File: config.mk
export PLATFORM = sky130hd
export DESIGN_NAME = pfa_ctrl
export DESIGN_NICKNAME = d
export VERILOG_FILES = /design/src/hw/rtl/pfa_pkg.sv /design/src/hw/rtl/pfa_ctrl.sv
export SDC_FILE = /design/constraint.sdc
export NUM_CORES = 1
export LEC_CHECK = 0
export BUFFER_PORTS_ARGS = -buffer_cell sky130_fd_sc_hd__buf_2
export CAP_MARGIN = 20
export CORE_MARGIN = 2
export CORE_UTILIZATION = 30
export DETAILED_ROUTE_END_ITERATION = 16
export PLACE_DENSITY = 0.62
export SLEW_MARGIN = 20
export SYNTH_ARGS = -nofsm -noshare
export SYNTH_HDL_FRONTEND = slang
export SYNTH_SLANG_ARGS = --single-unit
File: constraint.sdc
create_clock -name clk -period 3.2 [get_ports clk]
set_input_delay 0.48 -clock clk [delete_from_list [all_inputs] [get_ports clk]]
set_output_delay 0.48 -clock clk [all_outputs]
set_load 0.005 [all_outputs]
File: src/hw/rtl/pfa_pkg.sv
// ----------------------------------------------------------------------------
// pfa_pkg
// Types, constants, micro-op table and helpers for the pair force accumulator.
// ----------------------------------------------------------------------------
`timescale 1ns / 1ps
`default_nettype none

package pfa_pkg;

    localparam int MAX_PARTICLES = 1024;
    localparam int ADDR_W        = $clog2(MAX_PARTICLES);
    localparam int IDX_W         = 10;
    localparam int Q_W           = 48;   // Q24.24 word
    localparam int SUM_W         = 51;   // exact sum of up to four Q24.24 terms
    localparam int ROOT_W        = 28;   // sqrt of a 56-bit radicand
    localparam int NUM_W         = 56;   // divider dividend
    localparam int PC_W          = 5;

    // configuration register indexes
    localparam logic [2:0] CFG_FORCE_LAW   = 3'd0;
    localparam logic [2:0] CFG_COEF_FIRST  = 3'd1;
    localparam logic [2:0] CFG_COEF_SECOND = 3'd2;
    localparam logic [2:0] CFG_COEF_THIRD  = 3'd3;
    localparam logic [2:0] CFG_CUTOFF_SQ   = 3'd4;

    // force laws
    localparam logic [2:0] LAW_WCA      = 3'd0;
    localparam logic [2:0] LAW_QUARTIC  = 3'd1;
    localparam logic [2:0] LAW_CUBIC    = 3'd2;
    localparam logic [2:0] LAW_INV_HARM = 3'd3;
    localparam logic [2:0] LAW_HARMONIC = 3'd4;
    localparam logic [2:0] LAW_CONSTANT = 3'd5;

    // operations and result status
    localparam logic OP_APPLY = 1'b0;
    localparam logic OP_READ  = 1'b1;

    localparam logic [1:0] ST_APPLIED = 2'd0;
    localparam logic [1:0] ST_SKIPPED = 2'd1;
    localparam logic [1:0] ST_READOUT = 2'd2;

    // micro-op kinds
    localparam logic [2:0] K_SQRT   = 3'd0;
    localparam logic [2:0] K_MUL    = 3'd1;
    localparam logic [2:0] K_DIV    = 3'd2;
    localparam logic [2:0] K_ADDC1  = 3'd3;
    localparam logic [2:0] K_BRANCH = 3'd4;
    localparam logic [2:0] K_TAIL   = 3'd5;
    localparam logic [2:0] K_END    = 3'd6;

    // operand selects
    localparam logic [3:0] SEL_T0 = 4'd0;
    localparam logic [3:0] SEL_T1 = 4'd1;
    localparam logic [3:0] SEL_T2 = 4'd2;
    localparam logic [3:0] SEL_R  = 4'd3;
    localparam logic [3:0] SEL_D2 = 4'd4;
    localparam logic [3:0] SEL_C1 = 4'd5;
    localparam logic [3:0] SEL_C2 = 4'd6;
    localparam logic [3:0] SEL_C3 = 4'd7;
    localparam logic [3:0] SEL_F  = 4'd8;

    // destinations
    localparam logic [2:0] DST_T0  = 3'd0;
    localparam logic [2:0] DST_T1  = 3'd1;
    localparam logic [2:0] DST_T2  = 3'd2;
    localparam logic [2:0] DST_SUM = 3'd3;
    localparam logic [2:0] DST_FX  = 3'd4;
    localparam logic [2:0] DST_FY  = 3'd5;

    // divider dividend selects
    localparam logic [1:0] NUM_ONE = 2'd0;
    localparam logic [1:0] NUM_DX  = 2'd1;
    localparam logic [1:0] NUM_DY  = 2'd2;

    // accumulator memory commands
    localparam logic [2:0] MEM_NONE     = 3'd0;
    localparam logic [2:0] MEM_RD_J     = 3'd1;
    localparam logic [2:0] MEM_RD_K     = 3'd2;
    localparam logic [2:0] MEM_WR_J_ADD = 3'd3;
    localparam logic [2:0] MEM_WR_K_SUB = 3'd4;
    localparam logic [2:0] MEM_WR_J_ZRO = 3'd5;
    localparam logic [2:0] MEM_CLR      = 3'd6;

    // program addresses
    localparam logic [PC_W-1:0] PC_WCA  = 5'd2;
    localparam logic [PC_W-1:0] PC_POLY = 5'd11;
    localparam logic [PC_W-1:0] PC_INVH = 5'd16;
    localparam logic [PC_W-1:0] PC_HARM = 5'd18;
    localparam logic [PC_W-1:0] PC_CONS = 5'd21;
    localparam logic [PC_W-1:0] PC_TAIL = 5'd23;

    typedef struct packed {
        logic                    operation;
        logic signed [31:0]      delta_x;
        logic signed [31:0]      delta_y;
        logic [31:0]             dist_sq;
        logic [IDX_W-1:0]        first_index;
        logic [IDX_W-1:0]        second_index;
    } in_item_t;

    typedef struct packed {
        logic [1:0]              status;
        logic signed [Q_W-1:0]   force_x;
        logic signed [Q_W-1:0]   force_y;
    } out_item_t;

    typedef struct packed {
        logic [2:0] kind;
        logic [3:0] a_sel;
        logic [3:0] b_sel;
        logic [2:0] dst;
        logic [1:0] num_sel;
    } uop_t;

    typedef struct packed {
        logic              load;
        logic              start;
        uop_t              uop;
        logic [2:0]        mem_cmd;
        logic [ADDR_W-1:0] clr_addr;
        logic              emit;
        logic [1:0]        emit_status;
    } ctrl_cmd_t;

    typedef struct packed {
        logic       is_read;
        logic       skip;
        logic [2:0] law;
        logic       unit_done;
    } dp_status_t;

    function automatic uop_t mk(input logic [2:0] kind, input logic [3:0] a,
                                input logic [3:0] b, input logic [2:0] d,
                                input logic [1:0] n);
        uop_t u;
        u.kind    = kind;
        u.a_sel   = a;
        u.b_sel   = b;
        u.dst     = d;
        u.num_sel = n;
        return u;
    endfunction

    function automatic uop_t uop_rom(input logic [PC_W-1:0] pc);
        uop_t u;
        case (pc)
            5'd0:  u = mk(K_SQRT,   SEL_T0, SEL_T0, DST_T0,  NUM_ONE);
            5'd1:  u = mk(K_BRANCH, SEL_T0, SEL_T0, DST_T0,  NUM_ONE);
            // WCA: p = 1/r, then p^2, p^3, p^6, p^7, p^13
            5'd2:  u = mk(K_DIV,    SEL_T0, SEL_T0, DST_T0,  NUM_ONE);
            5'd3:  u = mk(K_MUL,    SEL_T0, SEL_T0, DST_T1,  NUM_ONE);
            5'd4:  u = mk(K_MUL,    SEL_T1, SEL_T0, DST_T1,  NUM_ONE);
            5'd5:  u = mk(K_MUL,    SEL_T1, SEL_T1, DST_T1,  NUM_ONE);
            5'd6:  u = mk(K_MUL,    SEL_T1, SEL_T0, DST_T2,  NUM_ONE);
            5'd7:  u = mk(K_MUL,    SEL_T2, SEL_T1, DST_T1,  NUM_ONE);
            5'd8:  u = mk(K_MUL,    SEL_C1, SEL_T1, DST_SUM, NUM_ONE);
            5'd9:  u = mk(K_MUL,    SEL_C2, SEL_T2, DST_SUM, NUM_ONE);
            5'd10: u = mk(K_TAIL,   SEL_T0, SEL_T0, DST_T0,  NUM_ONE);
            // polynomial
            5'd11: u = mk(K_MUL,    SEL_D2, SEL_R,  DST_T1,  NUM_ONE);
            5'd12: u = mk(K_MUL,    SEL_C3, SEL_T1, DST_SUM, NUM_ONE);
            5'd13: u = mk(K_MUL,    SEL_C2, SEL_D2, DST_SUM, NUM_ONE);
            5'd14: u = mk(K_MUL,    SEL_C1, SEL_R,  DST_SUM, NUM_ONE);
            5'd15: u = mk(K_TAIL,   SEL_T0, SEL_T0, DST_T0,  NUM_ONE);
            // inverse harmonic
            5'd16: u = mk(K_MUL,    SEL_C1, SEL_R,  DST_SUM, NUM_ONE);
            5'd17: u = mk(K_TAIL,   SEL_T0, SEL_T0, DST_T0,  NUM_ONE);
            // harmonic
            5'd18: u = mk(K_ADDC1,  SEL_T0, SEL_T0, DST_T0,  NUM_ONE);
            5'd19: u = mk(K_MUL,    SEL_C2, SEL_R,  DST_SUM, NUM_ONE);
            5'd20: u = mk(K_TAIL,   SEL_T0, SEL_T0, DST_T0,  NUM_ONE);
            // constant
            5'd21: u = mk(K_ADDC1,  SEL_T0, SEL_T0, DST_T0,  NUM_ONE);
            5'd22: u = mk(K_TAIL,   SEL_T0, SEL_T0, DST_T0,  NUM_ONE);
            // projection
            5'd23: u = mk(K_DIV,    SEL_T0, SEL_T0, DST_T0,  NUM_DX);
            5'd24: u = mk(K_DIV,    SEL_T0, SEL_T0, DST_T1,  NUM_DY);
            5'd25: u = mk(K_MUL,    SEL_F,  SEL_T0, DST_FX,  NUM_ONE);
            5'd26: u = mk(K_MUL,    SEL_F,  SEL_T1, DST_FY,  NUM_ONE);
            default: u = mk(K_END,  SEL_T0, SEL_T0, DST_T0,  NUM_ONE);
        endcase
        return u;
    endfunction

    function automatic logic [PC_W-1:0] law_pc(input logic [2:0] law);
        logic [PC_W-1:0] pc;
        case (law)
            LAW_WCA:      pc = PC_WCA;
            LAW_QUARTIC:  pc = PC_POLY;
            LAW_CUBIC:    pc = PC_POLY;
            LAW_INV_HARM: pc = PC_INVH;
            LAW_HARMONIC: pc = PC_HARM;
            LAW_CONSTANT: pc = PC_CONS;
            default:      pc = PC_TAIL;   // unused laws: zero force
        endcase
        return pc;
    endfunction

    function automatic logic signed [Q_W-1:0] sat_q(input logic signed [SUM_W-1:0] v);
        logic signed [Q_W-1:0] r;
        if ((&v[SUM_W-1:Q_W-1]) || !(|v[SUM_W-1:Q_W-1]))
            r = v[Q_W-1:0];
        else if (v[SUM_W-1])
            r = {1'b1, {(Q_W-1){1'b0}}};
        else
            r = {1'b0, {(Q_W-1){1'b1}}};
        return r;
    endfunction

endpackage

`default_nettype wire

File: src/hw/rtl/pfa_ctrl.sv
// ----------------------------------------------------------------------------
// pfa_ctrl
// Controller: memory clear after reset, item dispatch, micro-op sequencing
// and the accumulator read-modify-write steps.
// ----------------------------------------------------------------------------
`timescale 1ns / 1ps
`default_nettype none

module pfa_ctrl
    import pfa_pkg::*;
(
    input  wire logic       clk,
    input  wire logic       rst_n,
    input  wire logic       start,
    input  wire dp_status_t st,
    output ctrl_cmd_t       cmd,
    output logic            busy
);

    localparam logic [3:0] S_CLEAR = 4'd0;
    localparam logic [3:0] S_IDLE  = 4'd1;
    localparam logic [3:0] S_CHECK = 4'd2;
    localparam logic [3:0] S_ISSUE = 4'd3;
    localparam logic [3:0] S_WAIT  = 4'd4;
    localparam logic [3:0] S_RDJ   = 4'd5;
    localparam logic [3:0] S_WRJ   = 4'd6;
    localparam logic [3:0] S_RDK   = 4'd7;
    localparam logic [3:0] S_WRK   = 4'd8;
    localparam logic [3:0] S_RCLR  = 4'd9;

    localparam logic [ADDR_W-1:0] CLR_LAST = ADDR_W'(MAX_PARTICLES - 1);

    logic [3:0]        state_reg;
    logic [3:0]        state_next;
    logic [PC_W-1:0]   pc_reg;
    logic [PC_W-1:0]   pc_next;
    logic [ADDR_W-1:0] clr_reg;
    logic [ADDR_W-1:0] clr_next;
    uop_t              uop;

    assign uop = uop_rom(pc_reg);

    always_comb
    begin
        state_next      = state_reg;
        pc_next         = pc_reg;
        clr_next        = clr_reg;
        cmd.load        = 1'b0;
        cmd.start       = 1'b0;
        cmd.uop         = uop;
        cmd.mem_cmd     = MEM_NONE;
        cmd.clr_addr    = clr_reg;
        cmd.emit        = 1'b0;
        cmd.emit_status = ST_APPLIED;
        case (state_reg)
            S_CLEAR:
            begin
                cmd.mem_cmd = MEM_CLR;
                clr_next    = clr_reg + 1'b1;
                if (clr_reg == CLR_LAST)
                    state_next = S_IDLE;
            end
            S_IDLE:
            begin
                if (start)
                begin
                    cmd.load   = 1'b1;
                    state_next = S_CHECK;
                end
            end
            S_CHECK:
            begin
                pc_next = '0;
                if (st.is_read)
                    state_next = S_RDJ;
                else if (st.skip)
                begin
                    cmd.emit        = 1'b1;
                    cmd.emit_status = ST_SKIPPED;
                    state_next      = S_IDLE;
                end
                else
                    state_next = S_ISSUE;
            end
            S_ISSUE:
            begin
                case (uop.kind)
                    K_SQRT, K_MUL, K_DIV:
                    begin
                        cmd.start  = 1'b1;
                        state_next = S_WAIT;
                    end
                    K_ADDC1:
                    begin
                        cmd.start = 1'b1;
                        pc_next   = pc_reg + 1'b1;
                    end
                    K_BRANCH:
                        pc_next = law_pc(st.law);
                    K_TAIL:
                        pc_next = PC_TAIL;
                    default:
                        state_next = S_RDJ;
                endcase
            end
            S_WAIT:
            begin
                if (st.unit_done)
                begin
                    pc_next    = pc_reg + 1'b1;
                    state_next = S_ISSUE;
                end
            end
            S_RDJ:
            begin
                cmd.mem_cmd = MEM_RD_J;
                state_next  = st.is_read ? S_RCLR : S_WRJ;
            end
            S_RCLR:
            begin
                cmd.mem_cmd     = MEM_WR_J_ZRO;
                cmd.emit        = 1'b1;
                cmd.emit_status = ST_READOUT;
                state_next      = S_IDLE;
            end
            S_WRJ:
            begin
                cmd.mem_cmd = MEM_WR_J_ADD;
                state_next  = S_RDK;
            end
            S_RDK:
            begin
                // read after the first write lands, so a repeated index sees it
                cmd.mem_cmd = MEM_RD_K;
                state_next  = S_WRK;
            end
            S_WRK:
            begin
                cmd.mem_cmd     = MEM_WR_K_SUB;
                cmd.emit        = 1'b1;
                cmd.emit_status = ST_APPLIED;
                state_next      = S_IDLE;
            end
            default:
                state_next = S_IDLE;
        endcase
    end

    always_ff @(posedge clk or negedge rst_n)
    begin
        if (!rst_n)
        begin
            state_reg <= S_CLEAR;
            pc_reg    <= '0;
            clr_reg   <= '0;
        end
        else
        begin
            state_reg <= state_next;
            pc_reg    <= pc_next;
            clr_reg   <= clr_next;
        end
    end

    assign busy = (state_reg != S_IDLE);

endmodule

`default_nettype wire

==> flow_metrics.env, run 1 <==
export IMPL_hold_buffers=0
export IMPL_drv_slew=0
export IMPL_clockBufferDepth=2
export IMPL_cts_buffers=3
export IMPL_met1_usage_pct=18.2
export IMPL_min_period_ns=2.74
export IMPL_die_w_um=83.0
export IMPL_ant_nets=0
export IMPL_outcome="complete, no violations"
export IMPL_synth_ff_type="dfrtp_1"
export IMPL_grtUsageMet3_pct=1.99
export IMPL_relSlewSlack_pct=59.9
export IMPL_finalSetupTns_ns=0
export IMPL_ff2ff_path_depth=8
export IMPL_drive_above_1_share_pct=26.0
export IMPL_syn_area_per_cell_um2=8.32
export IMPL_synth_edf_count=0
export IMPL_synth_fp_nets=244
export IMPL_h_tree_depth=1
export IMPL_peakVddDrop_uv=275
export IMPL_io_pins=44
export IMPL_rrSetupSlack_ns=0.56
export IMPL_max_cap_violations=0
export IMPL_period_share_pct=85.8
export IMPL_drt_pass1_iterations=4
export IMPL_worstSetupPathType="reg -> out"
export IMPL_vias=1695
export IMPL_syn_inst=225
export IMPL_worst_slew_pin_transition_ns=0.601
export IMPL_crit_family="flip-flops"
export IMPL_place_ws_ns=0.586
export IMPL_rsz0062_at_grt="no"
export IMPL_timing_final_ws_setup_ns=0.455
export IMPL_grt_max_degree=20
export IMPL_nFillCells=641
export IMPL_crit_buf_inv=2
export IMPL_arrival_ns=2.26
export IMPL_finalHoldViolCount=0
export IMPL_core_area_mm2=0.00599
export IMPL_nets=278
export IMPL_ys_seq_elements=19
export IMPL_cts_root_buf="clkbuf_8"
export IMPL_wl_per_cell_um=13.2
export IMPL_slowest_stage="dfrtp_1"
export IMPL_grt_total_usage_pct=12.4
export IMPL_worstPathMaxFanout=14
export IMPL_power_density_mw_per_mm2=680
export IMPL_gp_congestion=0.848
export IMPL_synth_area_mm2=0.00187
export IMPL_fmax_mhz=364
export IMPL_grt_overflow=0
export IMPL_use_met2_pct=19.0
export IMPL_drc=0
export IMPL_die_area_mm2=0.00689
export IMPL_ctsResizeCount=0
export IMPL_clk_pin_slew_worst_paths_ns=0.07
export IMPL_end_kind="output pin"
export IMPL_first_iter_violations=81
export IMPL_cts_tree="yes"
export IMPL_r2r_start="pc_reg[0]"
export IMPL_num_rows=28
export IMPL_die_h_um=83.0
export IMPL_min_path_type="in -> async"
export IMPL_cp_start_kind="flip-flop"
export IMPL_n_antenna_cell=0
export IMPL_area_growth_pct=14.6
export IMPL_routed_wl_mm=4.41
export IMPL_antenna_found_initial=0
export IMPL_grt_pass1_vias=1500
export IMPL_largest_reg_flops=10
export IMPL_start_util_pct=31.2
export IMPL_worstPathCellList="clkinv_1 > nand2_1 > o21ai_0 > a311o_1 > buf_2"
export IMPL_port_buffers=42
export IMPL_leakage_nw=0.995
export IMPL_holdWs_ns=0.143
export IMPL_busiest_layer="met2"
export IMPL_crit_required_ns=2.72
export IMPL_max_stage_delay_ns=0.72
export IMPL_ys_types=58
export IMPL_post_cts_buffers=0
export IMPL_yosysWarningCount=0
export IMPL_clk_latency_ns=0.25
export IMPL_setup_viol=0
export IMPL_cts_sinks=19
export IMPL_stdcell_area_mm2=0.00215
export IMPL_clock_skew_ns=0.00576
export IMPL_dpl_cell_area_mm2=0.00210
export IMPL_grt_pass1_wl_mm=7.31
export IMPL_dpl_hpwl_mm=3.36
export IMPL_viasPerCell=5.09
export IMPL_regToRegEndpoint="pc_reg[2]"
export IMPL_async_flop_share_pct=100
export IMPL_ys_seq_area_share_pct=25.4
## through the flow
step	total power [W]	utilization, %	cells
2_1_floorplan	0.00106	-	225
3_3_place_gp	0.00130	35.1	329
3_5_place_dp	0.00130	35.1	329
4_1_cts	0.00147	35.8	333
5_1_grt	0.00160	35.8	333
6_report	0.00146	35.8	333
## power by group
part	leakage, nW	internal (W)	switching [W]
sequential	0.251	0.000311	0.000158
combinational	0.722	0.000387	0.000441
clock	0.0228	0.0000884	0.0000749
## final cells by class
type	instances	area [um^2]	share of cell area [%]
Timing Repair Buffer	43	218	10.1
Clock buffer	4	45.0	2.10
Tap cell	75	93.8	4.37
Sequential cell	19	475	22.2
Inverter	11	41.3	1.92
Multi-Input combinational cell	181	1270	59.3
## worst max path at each step
stage	start	end	slack (ns)	cells after the start
2_1_floorplan	pc_reg[2]	pc_reg[1]	0.80	10
3_3_place_gp	pc_reg[0]	pc_reg[2]	0.61	8
3_5_place_dp	pc_reg[0]	pc_reg[2]	0.59	8
4_1_cts	pc_reg[4]	cmd[18]	0.45	5
5_1_grt	pc_reg[0]	cmd[32]	0.27	8
6_report	pc_reg[4]	cmd[18]	0.46	5
## Yosys cell counts (5+ instances only)
master | count | area, um^2
nand2b_1 | 5 | 31.3
nor3_1 | 6 | 30.0
and3_1 | 7 | 43.8
clkbuf_1 | 6 | 22.5
nor2_1 | 20 | 75.1
nand2_1 | 20 | 75.1
mux2i_1 | 5 | 50.1
dfrtp_1 | 19 | 475
o21ai_0 | 16 | 80.1
xnor2_1 | 10 | 87.6
ha_1 | 10 | 125
nand3_1 | 10 | 50.1
nor2b_1 | 9 | 56.3
a21oi_1 | 9 | 45.0
inv_1 | 8 | 30.0
## cells in the final DEF, fill, tap and decap left out, drive strengths merged, types with 4 or more instances in the layout
cell	instances
inv	10
xor2	4
o21ai	16
nor3	6
buf	43
and3	8
nor2b	9
dfrtp	19
a31oi	5
xnor2	10
nor2	20
ha	10
nand3	10
mux2i	6
nand2b	5
nand2	21
nand4	4
clkbuf	4
a21oi	10
mux2	4
o211ai	5
## per-layer routing
layer	part of all wire, %	routed length [um]	vias to the layer above
met5	0	0	-
met4	0.59	26	0
met3	3.5	153	4
met2	44	1960	37
met1	51	2270	789
li1	-	-	865
## cells by family after synthesis
logic type | share of synthesized area, %
AOI/OAI and AO/OA | 19.8
xor gates and xnor gates | 6.55
adders and majority gates | 6.68
buffers and inverters | 6.62
DFF | 25.4
muxes | 6.88
other | 0.200
and+or+nand+nor | 27.9
No activity file was read; power rests on OpenSTA's default activity.
==> run 2: changes to the inputs <==
Settings changed: CAP_MARGIN 20 to 25.
Clock period 3.2 ns to 2.84 ns, I/O delays scaled along.
==> run 2 against run 1 <==
Effect of this change:
- clock power grew 13%
- highest routed layer unchanged
- critical endpoint is now cmd[32]
- worst hold slack lost 0.046 ns
- sequential cell count is the same
- wire length shrank 0.29%
- critical path type unchanged
- utilization grew 0.75 points
- largest cell class unchanged
- largest power group unchanged
==> flow_metrics.env, run 2 (synthesis results as in run 1) <==
export IMPL_outcome="complete, no violations"
export IMPL_vias=1695
export IMPL_cts_sinks=19
export IMPL_min_period_ns=2.58
export IMPL_grt_max_degree=20
export IMPL_die_h_um=83.0
export IMPL_wl_per_cell_um=13.0
export IMPL_finalSetupTns_ns=0
export IMPL_nets=284
export IMPL_h_tree_depth=1
export IMPL_die_area_mm2=0.00689
export IMPL_routed_wl_mm=4.40
export IMPL_leakage_nw=1.03
export IMPL_crit_required_ns=2.41
export IMPL_power_density_mw_per_mm2=767
export IMPL_grt_pass1_wl_mm=7.40
export IMPL_cp_depth=9
export IMPL_worst_slew_pin_transition_ns=0.603
export IMPL_grt_overflow=0
export IMPL_n_antenna_cell=0
export IMPL_drv_slew=0
export IMPL_grt_pass1_vias=1544
export IMPL_worstSetupPathType="reg -> out"
export IMPL_setup_viol=0
export IMPL_critPathLaunch="pc_reg[0]"
export IMPL_die_w_um=83.0
export IMPL_crit_end="cmd[32]"
export IMPL_timing_final_ws_setup_ns=0.264
export IMPL_max_cap_violations=0
export IMPL_layout_commonest_cell="buf_2"
export IMPL_ff2ff_path_depth=8
export IMPL_peakVddDrop_uv=289
export IMPL_cts_tree="yes"
export IMPL_cpMostUsedCell="ha_1"
export IMPL_drt_pass1_iterations=4
export IMPL_rsz0062_at_grt="no"
export IMPL_area_growth_pct=17.0
export IMPL_num_rows=28
export IMPL_period_share_pct=90.7
export IMPL_end_kind="output pin"
export IMPL_fin_total_pwr_w=0.00168
export IMPL_clock_skew_ns=0.00324
export IMPL_start_util_pct=31.2
export IMPL_ctsResizeCount=0
export IMPL_arrival_ns=2.15
export IMPL_drc=0
export IMPL_viasPerCell=5.00
export IMPL_slowest_stage="dfrtp_1"
export IMPL_clk_pin_slew_worst_paths_ns=0.07
export IMPL_clockBufferDepth=2
export IMPL_relSlewSlack_pct=59.8
export IMPL_ant_nets=0
export IMPL_largest_reg_flops=10
export IMPL_r2r_start="pc_reg[1]"
export IMPL_finalHoldViolCount=0
export IMPL_crit_family="adder cells"
export IMPL_final_cell_mix="buf_2 (42), nand2_1 (20), nor2_1 (20)"
export IMPL_worstPathMaxFanout=11
export IMPL_post_cts_buffers=0
export IMPL_cp_start_kind="flip-flop"
export IMPL_hold_buffers=0
export IMPL_place_ws_ns=0.360
export IMPL_dpl_cell_area_mm2=0.00215
export IMPL_crit_buf_inv=3
export IMPL_fmax_mhz=388
export IMPL_port_buffers=42
export IMPL_gp_congestion=0.867
export IMPL_io_pins=44
export IMPL_cts_root_buf="clkbuf_8"
export IMPL_antenna_found_initial=0
export IMPL_dpl_hpwl_mm=3.38
export IMPL_rrSetupSlack_ns=0.32
export IMPL_min_path_type="in -> async"
export IMPL_worstPathCellList="buf_4 > ha_1 > ha_1 > nand2b_1 > o22ai_1 > a32o_2 > inv_2 > nor2_1 > buf_2"
export IMPL_drive_above_1_share_pct=27.7
export IMPL_max_stage_delay_ns=0.38
export IMPL_core_area_mm2=0.00599
export IMPL_stdcell_area_mm2=0.00219
export IMPL_clk_latency_ns=0.25
export IMPL_regToRegEndpoint="pc_reg[1]"
export IMPL_first_iter_violations=137
export IMPL_cts_buffers=3
export IMPL_holdWs_ns=0.0975
export IMPL_grt_total_usage_pct=12.5
run 2: cell count changes in the layout (fill, tap and decap cells not counted):
cell	delta
buf_4	+6
run 2: stage by stage:
stage,instances,utilization [%]
final,339,36.6
after global routing,339,36.6
after CTS,339,36.6
after detailed placement,335,35.8
after global placement,335,35.8
after floorplan,225,-
run 2: per-layer routing:
metal / vias to the layer above / share of wire [%] / GRT usage [%]
li1: 873 / - / -
met3: 4 / 4.3 / 1.29
met4: 0 / 0.80 / 2.98
met1: 773 / 51 / 19.1
met5: - / 0 / 0
met2: 45 / 43 / 18.6
run 2: area by class of cell:
class / count / area, um^2
Multi-Input combinational cell: 181 / 1270
Timing Repair Buffer: 49 / 263
Tap cell: 75 / 93.8
Sequential cell: 19 / 475
Inverter: 11 / 41.3
Fill cell: 622 / 3800
Clock buffer: 4 / 45.0
run 2: power breakdown:
group	switching, W	internal [W]
Clock	0.0000856	0.0000996
Combinational	0.000551	0.000458
Sequential	0.000134	0.000351
Total	0.000771	0.000909
run 2: worst min path at each step:
stage | end | depth (start not counted)
2_1_floorplan | clr_reg[0] | 0
3_3_place_gp | clr_reg[0] | 1
3_5_place_dp | clr_reg[0] | 1
4_1_cts | clr_reg[0] | 1
5_1_grt | clr_reg[0] | 1
6_report | clr_reg[0] | 1
==> run 3: changes to the inputs <==
Settings changed: GPL_TIMING_DRIVEN set to 0.
==> run 3 against run 2 <==
Effect of this change:
- setup slack worse by 0.068 ns
- utilization is 0.81 points higher
- clock skew is 0.0013 ns lower
- non-clock buffer count is 9 higher
- critical path type is now reg -> reg
- largest cell class unchanged
==> flow_metrics.env, run 3 (synthesis results as in run 1) <==
export IMPL_finalHoldViolCount=0
export IMPL_cp_start_kind="flip-flop"
export IMPL_min_path_type="in -> async"
export IMPL_period_share_pct=93.1
export IMPL_viasPerCell=5.02
export IMPL_drive_above_1_share_pct=28.6
export IMPL_port_buffers=42
export IMPL_r2r_start="pc_reg[0]"
export IMPL_largest_reg_flops=10
export IMPL_grt_overflow=0
export IMPL_nFillCells=624
export IMPL_layout_commonest_cell="buf_2"
export IMPL_peakVddDrop_uv=326
export IMPL_hold_buffers=0
export IMPL_die_h_um=83.0
export IMPL_cts_buffers=3
export IMPL_n_antenna_cell=0
export IMPL_start_util_pct=31.2
export IMPL_drc=0
export IMPL_wl_per_cell_um=12.7
export IMPL_place_ws_ns=0.0665
export IMPL_nets=293
export IMPL_end_kind="flip-flop"
export IMPL_num_rows=28
export IMPL_crit_required_ns=2.98
export IMPL_clock_power_share_pct=10.6
export IMPL_fmax_mhz=378
export IMPL_first_iter_violations=91
export IMPL_clock_skew_ns=0.00190
export IMPL_netSwitchingFraction_pct=45.1
export IMPL_power_frac_seq_pct=26.2
export IMPL_grt_max_degree=20
export IMPL_drt_pass1_iterations=4
export IMPL_switching_power_w=0.000771
export IMPL_vias=1746
export IMPL_gp_congestion=0.825
export IMPL_power_density_mw_per_mm2=762
export IMPL_setup_viol=0
export IMPL_drv_slew=0
export IMPL_min_period_ns=2.64
export IMPL_final_cell_mix="buf_2 (44), nand2_1 (20), nor2_1 (20)"
export IMPL_p_int_w=0.000937
export IMPL_worstSetupPathType="reg -> reg"
export IMPL_antenna_found_initial=0
export IMPL_fin_util_pct=37.4
export IMPL_cts_root_buf="clkbuf_8"
export IMPL_outcome="complete, no violations"
export IMPL_max_cap_violations=0
export IMPL_grt_pass1_vias=1596
export IMPL_rsz0062_at_grt="no"
export IMPL_clk_latency_ns=0.25
export IMPL_clockBufferDepth=2
export IMPL_io_pins=44
export IMPL_leakage_nw=1.05
export IMPL_cts_tree="yes"
export IMPL_ant_nets=0
export IMPL_finalSetupTns_ns=0
export IMPL_cts_sinks=19
export IMPL_grt_pass1_wl_mm=7.61
export IMPL_core_area_mm2=0.00599
export IMPL_critPathLaunch="pc_reg[0]"
export IMPL_arrival_ns=2.78
export IMPL_worstPathMaxFanout=9
export IMPL_grt_total_usage_pct=12.8
export IMPL_die_w_um=83.0
export IMPL_die_area_mm2=0.00689
export IMPL_area_growth_pct=19.7
export IMPL_clk_pin_slew_worst_paths_ns=0.07
export IMPL_h_tree_depth=1
export IMPL_timing_final_ws_setup_ns=0.196
export IMPL_routed_wl_mm=4.42
export IMPL_dpl_hpwl_mm=3.43
export IMPL_comb_power_share_pct=63.3
[run 3: cell count changes in the layout (fill, tap and decap cells not counted), sizes merged]
cell | previous run | this run
buf | 49 | 51
clkbuf | 4 | 11
[run 3: cell type report]
| type | instances | area, um^2 | area share (%) |
|---|---|---|---|
| Timing Repair Buffer | 44 | 225 | 10.1 |
| Buffer | 14 | 86.3 | 3.85 |
| Tap cell | 75 | 93.8 | 4.19 |
| Clock buffer | 4 | 45.0 | 2.01 |
| Sequential cell | 19 | 475 | 21.2 |
| Inverter | 11 | 41.3 | 1.84 |
| Multi-Input combinational cell | 181 | 1270 | 56.8 |
[run 3: timing repair]
action,in CTS,in global routing
endpoints found under the hold margin,0,0
resized for setup,0,4
setup buffers,0,2
setup endpoints to repair,0,7
[run 3: power by group through the flow]
stage	Clock (W)	Combinational, W	Sequential [W]
CTS	0.000189	0.00106	0.000447
global placement	0	0.00104	0.000448
floorplan	0	0.000758	0.000439
global route	0.000200	0.00121	0.000463
detailed placement	0	0.00105	0.000452
finish	0.000181	0.00108	0.000447
[run 3: critical path: stages (launching register included)]
cell and delay [ns]:
dfrtp_1 0.40, clkbuf_4 0.22, inv_1 0.12, ha_1 0.35, nor2b_1 0.17, or2_1 0.28
a211oi_2 0.27, mux2i_4 0.15, a21oi_4 0.25, mux2_4 0.32
[run 3: worst paths after layout]
kind | end | slack (ns) | cells past startpoint
worst max register to register | pc_reg[1] | 0.20 | 9
max in group asynchronous | pc_reg[1] | 2.45 | 1
worst max-delay path | pc_reg[1] | 0.20 | 9
worst min register to register | clr_reg[8] | 0.50 | 1
worst min-delay path | clr_reg[0] | 0.1 | 1
min in group clk | state_reg[3] | 0.49 | 2
[run 3: stage by stage]
step / hold slack, ns / cells / total power [W] / area (um^2)
6_report: 0.0983 / 348 / 0.00171 / 2240
5_1_grt: 0.129 / 348 / 0.00188 / 2240
4_1_cts: 0.112 / 346 / 0.00169 / 2220
3_5_place_dp: 0.386 / 342 / 0.00150 / 2180
3_3_place_gp: 0.386 / 342 / 0.00149 / 2180
2_1_floorplan: 0.130 / 225 / 0.00120 / 1870
[run 3: layer usage]
| layer | up-vias | track usage, % | share of wire (%) |
|---|---|---|---|
| met5 | - | 0 | 0 |
| met4 | 0 | 1.79 | 0.50 |
| met3 | 2 | 1.99 | 3.9 |
| met2 | 41 | 20.2 | 45 |
| met1 | 808 | 18.8 | 51 |
| li1 | 895 | - | - |
